[src/design/sfat_pkg.sv]
// ----------------------------------------------------------------------------
// sfat_pkg
// Shared constants, operation codes and status codes for the swap frame
// allocator and translator.
// ----------------------------------------------------------------------------
`default_nettype none

package sfat_pkg;

    // Geometry (PAGE_WORDS must be a power of two)
    localparam int PAGE_WORDS     = 8;
    localparam int SWAP_FRAMES    = 64;
    localparam int MAX_PROCESSES  = 16;
    localparam int MAX_PAGES      = 16;

    // Field widths fixed by the interface
    localparam int OP_W    = 2;
    localparam int PID_W   = 4;
    localparam int OFF_W   = 7;
    localparam int SIZE_W  = 8;
    localparam int ST_W    = 2;
    localparam int ADDR_W  = 9;
    localparam int PAGES_W = 5;

    // Derived widths
    localparam int PAGE_SHIFT = $clog2(PAGE_WORDS);
    localparam int FRAME_W    = (SWAP_FRAMES > 1) ? $clog2(SWAP_FRAMES) : 1;
    localparam int PG_W       = (MAX_PAGES > 1) ? $clog2(MAX_PAGES) : 1;
    localparam int CNT_W      = $clog2(MAX_PAGES + 1);
    localparam int TBL_DEPTH  = MAX_PROCESSES * MAX_PAGES;
    localparam int TBL_AW     = (TBL_DEPTH > 1) ? $clog2(TBL_DEPTH) : 1;
    localparam int NEED_W     = SIZE_W + 1 - PAGE_SHIFT;
    localparam int WORD_W     = SIZE_W + 1;

    // Operation codes
    localparam logic [OP_W-1:0] OP_ALLOC = 2'd0;
    localparam logic [OP_W-1:0] OP_REL   = 2'd1;
    localparam logic [OP_W-1:0] OP_TR_I  = 2'd2;
    localparam logic [OP_W-1:0] OP_TR_D  = 2'd3;

    // Status codes
    localparam logic [ST_W-1:0] ST_OK      = 2'd0;
    localparam logic [ST_W-1:0] ST_OUTSIDE = 2'd1;
    localparam logic [ST_W-1:0] ST_REGION  = 2'd2;
    localparam logic [ST_W-1:0] ST_NOSPACE = 2'd3;

endpackage

`default_nettype wire

[src/design/swap_frame_allocator_translator_core.sv]
// ----------------------------------------------------------------------------
// swap_frame_allocator_translator_core
// First-fit swap frame allocator with a per-process frame table and word
// address translation, run by a small sequencer around one frame table RAM.
// ----------------------------------------------------------------------------
// Flow: allocate first releases any pages held, then claims need frames
//   (need <= 16); a claim that runs dry rolls back the frames it took.
// Throughput: one transaction at a time, busy until the result strobe; release
//   walks the table one page a cycle, claims take one frame a cycle.
// Reset: synchronous, active low; all frames free; result strobe never stalls.
// ----------------------------------------------------------------------------
`default_nettype none

module swap_frame_allocator_translator_core
    import sfat_pkg::*;
(
    input  wire logic               i_clk,
    input  wire logic               i_rst_n,
    input  wire logic               start,
    output logic                    busy,
    input  wire logic [OP_W-1:0]    i_operation,
    input  wire logic [PID_W-1:0]   i_process_id,
    input  wire logic [OFF_W-1:0]   i_word_offset,
    input  wire logic [SIZE_W-1:0]  i_mem_words,
    input  wire logic [SIZE_W-1:0]  i_instr_words,
    output logic                    o_valid,
    output logic [ST_W-1:0]         o_status,
    output logic [ADDR_W-1:0]       o_swap_address,
    output logic [PAGES_W-1:0]      o_pages_allocated
);

    // Sequencer states
    localparam logic [2:0] S_IDLE  = 3'd0;
    localparam logic [2:0] S_REL   = 3'd1;
    localparam logic [2:0] S_CLAIM = 3'd2;
    localparam logic [2:0] S_TRANS = 3'd3;
    localparam logic [2:0] S_TR_RD = 3'd4;

    // Lowest free frame
    function automatic logic [FRAME_W-1:0] lowest_free(input logic [SWAP_FRAMES-1:0] m);
        logic [FRAME_W-1:0] idx;
        idx = '0;
        for (int i = SWAP_FRAMES - 1; i >= 0; i--) begin
            if (m[i]) idx = FRAME_W'(i);
        end
        return idx;
    endfunction

    // Frame table address of a process page
    function automatic logic [TBL_AW-1:0] tbl_addr(input logic [PID_W-1:0] p,
                                                    input logic [PG_W-1:0] pg);
        return TBL_AW'(int'(p) * MAX_PAGES + int'(pg));
    endfunction

    // Control and request registers
    logic [2:0]             r_state,  n_state;
    logic [OP_W-1:0]        r_op,     n_op;
    logic [PID_W-1:0]       r_pid,    n_pid;
    logic [OFF_W-1:0]       r_off,    n_off;
    logic [SIZE_W-1:0]      r_msize,  n_msize;
    logic [SIZE_W-1:0]      r_ninstr, n_ninstr;
    logic [NEED_W-1:0]      r_need,   n_need;
    logic [CNT_W-1:0]       r_k,      n_k;
    logic [CNT_W-1:0]       r_n,      n_n;
    logic [CNT_W-1:0]       r_j,      n_j;
    logic                   r_rd_vld, n_rd_vld;
    logic                   r_fail,   n_fail;
    logic [WORD_W-1:0]      r_w,      n_w;
    logic [SWAP_FRAMES-1:0] r_free,   n_free;

    // Result registers
    logic                   r_valid,  n_valid;
    logic [ST_W-1:0]        r_status, n_status;
    logic [ADDR_W-1:0]      r_addr,   n_addr;
    logic [PAGES_W-1:0]     r_pages,  n_pages;

    // Per-process records
    logic [CNT_W-1:0]       r_cnt   [MAX_PROCESSES];
    logic [SIZE_W-1:0]      r_bound [MAX_PROCESSES];
    logic [SIZE_W-1:0]      r_db    [MAX_PROCESSES];

    // Frame table RAM
    logic [FRAME_W-1:0]     r_tbl   [TBL_DEPTH];
    logic [FRAME_W-1:0]     r_rdata;
    logic                   tbl_we;
    logic [TBL_AW-1:0]      tbl_waddr;
    logic [FRAME_W-1:0]     tbl_wdata;
    logic [TBL_AW-1:0]      tbl_raddr;

    logic                   proc_clr;
    logic                   proc_set;

    // Translation datapath
    logic [SIZE_W-1:0]      e_instr;
    logic [WORD_W-1:0]      w_data;
    logic [WORD_W-1:0]      e_data;
    logic [WORD_W-1:0]      w_sel;
    logic [WORD_W-PAGE_SHIFT-1:0] page_sel;
    logic [FRAME_W-1:0]     ff_idx;

    assign busy              = (r_state != S_IDLE);
    assign o_valid           = r_valid;
    assign o_status          = r_status;
    assign o_swap_address    = r_addr;
    assign o_pages_allocated = r_pages;

    assign e_instr  = SIZE_W'(r_off) + SIZE_W'(1);
    assign w_data   = WORD_W'(r_off) + WORD_W'(r_db[r_pid]);
    assign e_data   = w_data + WORD_W'(1);
    assign w_sel    = (r_op == OP_TR_I) ? WORD_W'(r_off) : w_data;
    assign page_sel = w_sel[WORD_W-1:PAGE_SHIFT];
    assign ff_idx   = lowest_free(r_free);

    // Sequencer
    always_comb begin
        n_state  = r_state;
        n_op     = r_op;
        n_pid    = r_pid;
        n_off    = r_off;
        n_msize  = r_msize;
        n_ninstr = r_ninstr;
        n_need   = r_need;
        n_k      = r_k;
        n_n      = r_n;
        n_j      = r_j;
        n_rd_vld = 1'b0;
        n_fail   = r_fail;
        n_w      = r_w;
        n_free   = r_free;
        n_valid  = 1'b0;
        n_status = r_status;
        n_addr   = r_addr;
        n_pages  = r_pages;
        tbl_we    = 1'b0;
        tbl_waddr = '0;
        tbl_wdata = '0;
        tbl_raddr = '0;
        proc_clr  = 1'b0;
        proc_set  = 1'b0;

        unique case (r_state)
            S_IDLE: begin
                if (start) begin
                    n_op     = i_operation;
                    n_pid    = i_process_id;
                    n_off    = i_word_offset;
                    n_msize  = i_mem_words;
                    n_ninstr = i_instr_words;
                    n_need   = NEED_W'(({1'b0, i_mem_words} + (SIZE_W+1)'(PAGE_WORDS - 1))
                                       >> PAGE_SHIFT);
                    n_k      = '0;
                    n_n      = r_cnt[i_process_id];
                    n_fail   = 1'b0;
                    if (int'(i_process_id) >= MAX_PROCESSES) begin
                        n_valid  = 1'b1;
                        n_status = ST_OUTSIDE;
                        n_addr   = '0;
                        n_pages  = '0;
                    end else if (i_operation == OP_ALLOC || i_operation == OP_REL) begin
                        n_state = S_REL;
                    end else begin
                        n_state = S_TRANS;
                    end
                end
            end

            // Walk the process's pages and return each frame to the free map
            S_REL: begin
                if (r_k < r_n) begin
                    tbl_raddr = tbl_addr(r_pid, r_k[PG_W-1:0]);
                    n_k       = r_k + CNT_W'(1);
                    n_rd_vld  = 1'b1;
                end
                if (r_rd_vld && ({1'b0, r_rdata} < (FRAME_W+1)'(SWAP_FRAMES))) begin
                    n_free[r_rdata] = 1'b1;
                end
                if (r_k == r_n && !r_rd_vld) begin
                    proc_clr = 1'b1;
                    if (r_fail || r_op == OP_REL ||
                        int'(r_need) > MAX_PAGES) begin
                        n_state  = S_IDLE;
                        n_valid  = 1'b1;
                        n_status = (r_op == OP_REL) ? ST_OK : ST_NOSPACE;
                        n_addr   = '0;
                        n_pages  = '0;
                    end else begin
                        n_state = S_CLAIM;
                        n_j     = '0;
                    end
                end
            end

            // Claim one frame a cycle; roll back if the free map runs dry
            S_CLAIM: begin
                if (int'(r_j) == int'(r_need)) begin
                    proc_set = 1'b1;
                    n_state  = S_IDLE;
                    n_valid  = 1'b1;
                    n_status = ST_OK;
                    n_addr   = '0;
                    n_pages  = PAGES_W'(r_need);
                end else if (|r_free) begin
                    n_free[ff_idx] = 1'b0;
                    tbl_we    = 1'b1;
                    tbl_waddr = tbl_addr(r_pid, r_j[PG_W-1:0]);
                    tbl_wdata = ff_idx;
                    n_j       = r_j + CNT_W'(1);
                end else begin
                    n_state = S_REL;
                    n_k     = '0;
                    n_n     = r_j;
                    n_fail  = 1'b1;
                end
            end

            // Bound and region checks, then look up the page's frame
            S_TRANS: begin
                n_w = w_sel;
                if ((r_op == OP_TR_I && e_instr > r_bound[r_pid]) ||
                    (r_op == OP_TR_D && e_data > WORD_W'(r_bound[r_pid]))) begin
                    n_state  = S_IDLE;
                    n_valid  = 1'b1;
                    n_status = ST_OUTSIDE;
                    n_addr   = '0;
                    n_pages  = '0;
                end else if (r_op == OP_TR_I && e_instr > r_db[r_pid]) begin
                    n_state  = S_IDLE;
                    n_valid  = 1'b1;
                    n_status = ST_REGION;
                    n_addr   = '0;
                    n_pages  = '0;
                end else if (int'(page_sel) < MAX_PAGES) begin
                    tbl_raddr = tbl_addr(r_pid, PG_W'(page_sel));
                    n_state   = S_TR_RD;
                end else begin
                    n_state  = S_IDLE;
                    n_valid  = 1'b1;
                    n_status = ST_OK;
                    n_addr   = ADDR_W'(w_sel[PAGE_SHIFT-1:0]);
                    n_pages  = '0;
                end
            end

            S_TR_RD: begin
                n_state  = S_IDLE;
                n_valid  = 1'b1;
                n_status = ST_OK;
                n_addr   = ADDR_W'({r_rdata, r_w[PAGE_SHIFT-1:0]});
                n_pages  = '0;
            end

            default: begin
                n_state = S_IDLE;
            end
        endcase
    end

    // Control state and per-process records
    always_ff @(posedge i_clk) begin
        if (!i_rst_n) begin
            r_state  <= S_IDLE;
            r_rd_vld <= 1'b0;
            r_fail   <= 1'b0;
            r_valid  <= 1'b0;
            r_free   <= '1;
            r_k      <= '0;
            r_n      <= '0;
            r_j      <= '0;
            for (int i = 0; i < MAX_PROCESSES; i++) begin
                r_cnt[i]   <= '0;
                r_bound[i] <= '0;
                r_db[i]    <= '0;
            end
        end else begin
            r_state  <= n_state;
            r_rd_vld <= n_rd_vld;
            r_fail   <= n_fail;
            r_valid  <= n_valid;
            r_free   <= n_free;
            r_k      <= n_k;
            r_n      <= n_n;
            r_j      <= n_j;
            if (proc_clr) begin
                r_cnt[r_pid]   <= '0;
                r_bound[r_pid] <= '0;
                r_db[r_pid]    <= '0;
            end else if (proc_set) begin
                r_cnt[r_pid]   <= CNT_W'(r_need);
                r_bound[r_pid] <= r_msize;
                r_db[r_pid]    <= r_ninstr;
            end
        end
    end

    // Payload registers
    always_ff @(posedge i_clk) begin
        r_op     <= n_op;
        r_pid    <= n_pid;
        r_off    <= n_off;
        r_msize  <= n_msize;
        r_ninstr <= n_ninstr;
        r_need   <= n_need;
        r_w      <= n_w;
        r_status <= n_status;
        r_addr   <= n_addr;
        r_pages  <= n_pages;
    end

    // Frame table RAM: one write port, one registered read port
    always_ff @(posedge i_clk) begin
        if (tbl_we) begin
            r_tbl[tbl_waddr] <= tbl_wdata;
        end
        r_rdata <= r_tbl[tbl_raddr];
    end

endmodule

`default_nettype wire
[config.mk]
export PLATFORM = sky130hd
export DESIGN_NAME = swap_frame_allocator_translator_core
export DESIGN_NICKNAME = d
export VERILOG_FILES = /design/src/design/sfat_pkg.sv /design/src/design/swap_frame_allocator_translator_core.sv
export SDC_FILE = /design/constraint.sdc
export NUM_CORES = 2
export LEC_CHECK = 0
export BUFFER_PORTS_ARGS = -buffer_cell sky130_fd_sc_hd__buf_2
export CORE_MARGIN = 5
export CORE_UTILIZATION = 40
export CTS_CLUSTER_SIZE = 20
export DETAILED_ROUTE_END_ITERATION = 8
export PLACE_DENSITY = 0.63
export SLEW_MARGIN = 20
export SYNTH_ARGS = -nofsm -noshare
export SYNTH_HDL_FRONTEND = slang
export SYNTH_SLANG_ARGS = --single-unit
[constraint.sdc]
create_clock -name i_clk -period 37.8 [get_ports i_clk]
set_clock_uncertainty 0.1 [all_clocks]
set_input_delay 1.89 -clock i_clk [delete_from_list [all_inputs] [get_ports i_clk]]
set_output_delay 1.89 -clock i_clk [all_outputs]
set_load 0.05 [all_outputs]
* Yosys cells after proc, flatten, opt, wreduce, memory -nomap -nowiden
Memories as Yosys holds them, arrays and structs flattened. A register that Yosys moved wholly into a read port is not among the register bits.
Index checks and enable logic that the tools add are counted.
** Word-level totals
- Word-level logic and storage cells :: 271
- Memories kept :: 4
- Bits of input ports :: 32
- RAM bits :: 1872
- Bits in registers :: 139
- Output and inout port bits :: 18
** Operators by class
- Mux-type cells :: 172
- Magnitude comparators :: 10
- $add $sub $neg :: 9
- Equality and inequality tests :: 22
- Bitwise operators :: 6
- Reduce and logical (&&, ||, !) cells :: 30
** Memories
- r_tbl :: words 256, width 6, rd ports 1, clocked after Yosys merged registers in 1, write ports 1, RTL line swap_frame_allocator_translator_core.sv:83 : logic [FRAME_W-1:0] r_tbl [TBL_DEPTH];
- r_bound :: words 16, width 8, rd ports 1, clocked after Yosys merged registers in 1, write ports 16, RTL line swap_frame_allocator_translator_core.sv:79 : logic [SIZE_W-1:0] r_bound [MAX_PROCESSES];
- r_db :: words 16, width 8, rd ports 1, clocked after Yosys merged registers in 1, write ports 16, RTL line swap_frame_allocator_translator_core.sv:80 : logic [SIZE_W-1:0] r_db [MAX_PROCESSES];
- r_cnt :: words 16, width 5, rd ports 1, clocked after Yosys merged registers in 0, write ports 16, RTL line swap_frame_allocator_translator_core.sv:78 : logic [CNT_W-1:0] r_cnt [MAX_PROCESSES];
** Operators with widths (number)
- 6-bit two-way mux :: 67
- 64-bit two-way mux :: 3
- 64-bit case mux with 2 select lines :: 1
- 5-bit two-way mux :: 19
- 8-bit two-way mux :: 11
- 64-bit AND :: 1
- 64-bit inverter :: 1
- 64-bit OR :: 1
- 64-bit OR reduction :: 1
- 9-bit two-way mux :: 7
- 9-bit case mux with 4 select lines :: 1
- 1-bit two-way mux :: 31
- 8-bit by 4-bit adder with 8-bit output :: 3
- 3-bit two-way mux :: 7
- 4-bit two-way mux :: 5
- 2-bit != test (second input constant) :: 10
- 5-bit case mux with 2 select lines :: 2
- 5-bit case mux with 4 select lines :: 1
- 2-bit two-way mux :: 9
- 8-bit > comparator :: 2
- 8-bit case mux with 2 select lines :: 1
- 8-bit OR reduction :: 2
- 5-bit case mux with 3 select lines :: 1
- 5-bit AND reduction :: 3
- 38 further kinds :: 59

* Longest topological paths before layout
- Depth after elaboration :: 73
- Mapped depth :: 32
- Gate-level depth less buffers :: 24

* Worst setup path before layout
Ideal clock, no wire load.
- Path type :: flip-flop to flip-flop
- From :: reg r_state[2]
- To :: mem r_tbl[0][3] (netlist name), data pin
- Data required time :: 35604 ps
- Cell stages (with the launch flop) :: 9
- Setup slack :: 23906 ps
- Buffers on the path :: 1
- Data arrival time :: 11698 ps
- Period minus slack after synthesis :: 13894 ps
- Cells stage by stage :: dfxtp_1 -> nor2_1 -> nand2_1 -> nor2_1 -> inv_1 -> a21oi_1 -> nand2_1 -> clkbuf_1 -> nor3_1
** Between the ends
- Longest elaborated chain between the ends :: 2
** Ends and longest elaborated chain
- start, declared :: RTL line swap_frame_allocator_translator_core.sv:56 : logic [2:0] r_state, n_state;
- start signal, assigned :: RTL line swap_frame_allocator_translator_core.sv:275 : r_state <= n_state;
- 3-bit by 2-bit equality test with 1-bit output :: RTL line swap_frame_allocator_translator_core.sv:141 : unique case (r_state)
- 6-bit two-way mux :: RTL line swap_frame_allocator_translator_core.sv:141
- named net tbl_wdata[3] :: RTL line swap_frame_allocator_translator_core.sv:87 : logic [FRAME_W-1:0] tbl_wdata;
- end, declared :: RTL line swap_frame_allocator_translator_core.sv:83
The timed path passes the listed nets, and every way through them passes these cells.

==> results.toml <==
[place]
place_congestion = 0.873
port_buffers = 49
dp_hpwl_um = 139000

[drt]
wl_per_cell_um = 26.8
wl_um = 235000
vias = 50800
drtIter0Drc = 6464
postRouteAntennaNets = 0
dr.pass1.iters = 6
avgViaCountPerCell = 5.80
post-route-drc-count = 0

[worst_setup_path]
cp-start-kind = "register"
rr_worst_depth = 26
critPathCaptureType = "register"
cp.arrival_ps = 11940
critPathMaxFanout = 128
required_ps = 38440
worstSetupPathType = "reg -> reg"

[power]
p_leak_nw = 32.4
p_seq_share_pct = 50.4
power_frac_comb_pct = 11.2
p_sw_share_pct = 24.9
p_per_area_nw_per_um2 = 52.6
ir_drop_uv = 50.0
p_sw_w = 0.00123
p_int_w = 0.00372
clockPowerShare_pct = 38.5

[layout]
finalNetCount = 5844
area_growth_pct = 11.0
antennaDiodeCount = 0
most-common-layout-cells = "edfxtp_1, nor2_1, nand2_1"
drive_gt1_share_pct = 13.7
final_common_cell = "edfxtp_1"

[sta]
final.period_utilization_pct = 29.9
period_minus_slack_ps = 11300
worst_pin_slew_ps = 1270
hold_viol_final = 0
hold_ws_ps = 376
setup_viol = 0
fin_setup_tns_ps = 0
slew_violations = 0
timing.slew.headroom_pct = 15.0
rsz0062_at_grt = "no"
max_freq_mhz = 88.5

[synthesis]
yosys-top-cells-area = "edfxtp_1, mux2i_1, nor2_1"
syn-cell-area_um2 = 84700
ys_seq_elements = 2021
syn_inst = 5797
synth_seq_area_share_pct = 70.5
async_reset_ff_share_pct = 0
yosysTopAreaCell = "edfxtp_1"
syn_nets = 5870
synth_top_area_share_pct = 68.3
synth_flop_cell = "edfxtp_1"
avgSynthCellArea_um2 = 14.6
synth_edf_count = 1926
yosysUniqueCellTypes = 68
yosysWarnings = 0

[clocking]
cts_setup_buffers = 0
cts_tree = "built"
root_buffer = "clkbuf_16"
ctsResizeCount = 0
htreeDepth = 4
numClockSinks = 2021
hold_buffers = 0
cts_buffers = 193
clockBufferDepth = 3
clk-insertion-delay-late_ps = 840
clk_pin_slew_ps = 60

[floorplan]
die_w_um = 470
num_rows = 169
chipHeight_um = 470
ios = 50
core_area_um2 = 211000
die_area_um2 = 221000
initial_core_util_pct = 40.1

[min_path]
min_path_cells = 2
hold_path_class = "reg -> reg"

[global_routing]
overflow = 0
antenna_found_initial = 15
grt_pass1_wl_um = 342000
grt_pass1_vias = 49300
grt_max_degree = 215
grt_use_total_pct = 20.6

[outcome]
status = "finished, final reports clean"

[flow_run]
maxCapViolations = 0
==> layer usage <==
metal / part of all wire, % / track usage (%) / up-vias / wire (µm)
met5: 0 / 0 / - / 0
met2: 46 / 31.9 / 2582 / 108000
met4: 2.7 / 5.63 / 0 / 6280
li1: - / - / 22100 / -
met3: 9.6 / 4.19 / 369 / 22500
met1: 42 / 29.7 / 25700 / 98400
==> cell type report <==
type / count / area [µm²]
inverter: 41 / 154
timing repair buffer: 155 / 1160
fill: 18700 / 117000
clock buffer: 249 / 5190
sequential: 2021 / 59700
tap: 2821 / 3530
multi-input combinational: 3359 / 23300
clock inverter: 117 / 962
==> path summary, 6_finish.rpt <==
path,from,endpoint,slack [ps]
worst max-delay path,register,r_rdata[1]$_DFF_P_,26500
worst max register to register,register,r_rdata[1]$_DFF_P_,26500
worst min register to register,r_fail$_SDFFE_PN0P_,r_fail$_SDFFE_PN0P_,380
worst min-delay path,r_fail$_SDFFE_PN0P_,r_fail$_SDFFE_PN0P_,380
==> state kept, by name, summed over array words and instances, names as in the netlist, 6 cells and up, named ones only <==
register,flops
o_swap_address,9
r_msize,8
r_tbl,1536
r_off,7
r_need,6
r_bound,128
r_rdata,6
r_ninstr,8
r_free,64
r_cnt,80
r_db,128
==> power groups by stage <==
stage	Combinational, W	Sequential [W]	Clock [W]
2_1_floorplan	0.000371	0.00253	0
3_3_place_gp	0.000541	0.00254	0
3_5_place_dp	0.000544	0.00254	0
4_1_cts	0.000547	0.00249	0.00193
5_1_grt	0.000586	0.00250	0.00202
6_report	0.000553	0.00249	0.00190
==> through the flow <==
stage / total power, W / cell area [µm²] / utilization (%) / setup slack (ps) / std cells
after floorplan: 0.00290 / 84700 / - / 23910 / 5797
after global placement: 0.00308 / 87900 / 41.6 / 26590 / 8397
after detailed placement: 0.00308 / 87900 / 41.6 / 26540 / 8397
after CTS: 0.00496 / 94000 / 44.5 / 26510 / 8763
after global routing: 0.00511 / 94000 / 44.5 / 25820 / 8763
final: 0.00495 / 94000 / 44.5 / 26500 / 8763
==> worst max-delay path, stage by stage, from the launching register on <==
cell       delay (ps)
dfxtp_4           760
buf_4             680
mux4_2            600
mux4_2            540
ha_1              390
o21ai_0           110
o21ai_0           190
o21ai_0           220
xnor2_1           330
nand3_1           140
xor2_1            160
ha_1              220
nor3_1            240
a2111oi_0         130
a22oi_1           330
nand4_1           370
o21ai_4           680
buf_4             690
buf_12            670
buf_4             990
buf_4             800
mux2i_1           160
mux2_2            290
a22oi_1           200
a31oi_1           160
or4_1             450
nor4b_2           250
==> cells by family (layout without fill, tap and decap cells) <==
family | count (synthesis) | after routing | synth area share, %
compound gates | 729 | 729 | 6.44
xor+xnor | 35 | 35 | 0.362
fa+ha+maj | 41 | 41 | 0.615
buf+inv | 417 | 562 | 2.20
flops | 2021 | 2021 | 70.5
mux | 752 | 752 | 10.6
simple gates | 1802 | 1802 | 9.26
==> cell usage after synthesis, drive strengths merged, types with 6 or more instances <==
| library cell | count |
|---|---|
| inv | 41 |
| or4 | 6 |
| nor2 | 675 |
| nand3 | 142 |
| xor2 | 19 |
| a41oi | 12 |
| ha | 40 |
| a211oi | 7 |
| and2 | 23 |
| o41ai | 50 |
| nor4 | 28 |
| dfxtp | 95 |
| a2111oi | 38 |
| mux4 | 104 |
| or3 | 8 |
| nand4 | 20 |
| buf | 161 |
| a31oi | 83 |
| and3 | 94 |
| o221ai | 6 |
| mux2 | 104 |
| o21ai | 72 |
| a21boi | 17 |
| edfxtp | 1926 |
| o221a | 151 |
| nor3 | 69 |
| nand2 | 629 |
| clkbuf | 215 |
| mux2i | 544 |
| xnor2 | 16 |
| a21o | 6 |
| nor3b | 6 |
| o21a | 11 |
| nor2b | 19 |
| nand2b | 66 |
| a21oi | 188 |
| a22oi | 51 |
Power figures use the tool's default switching activity.
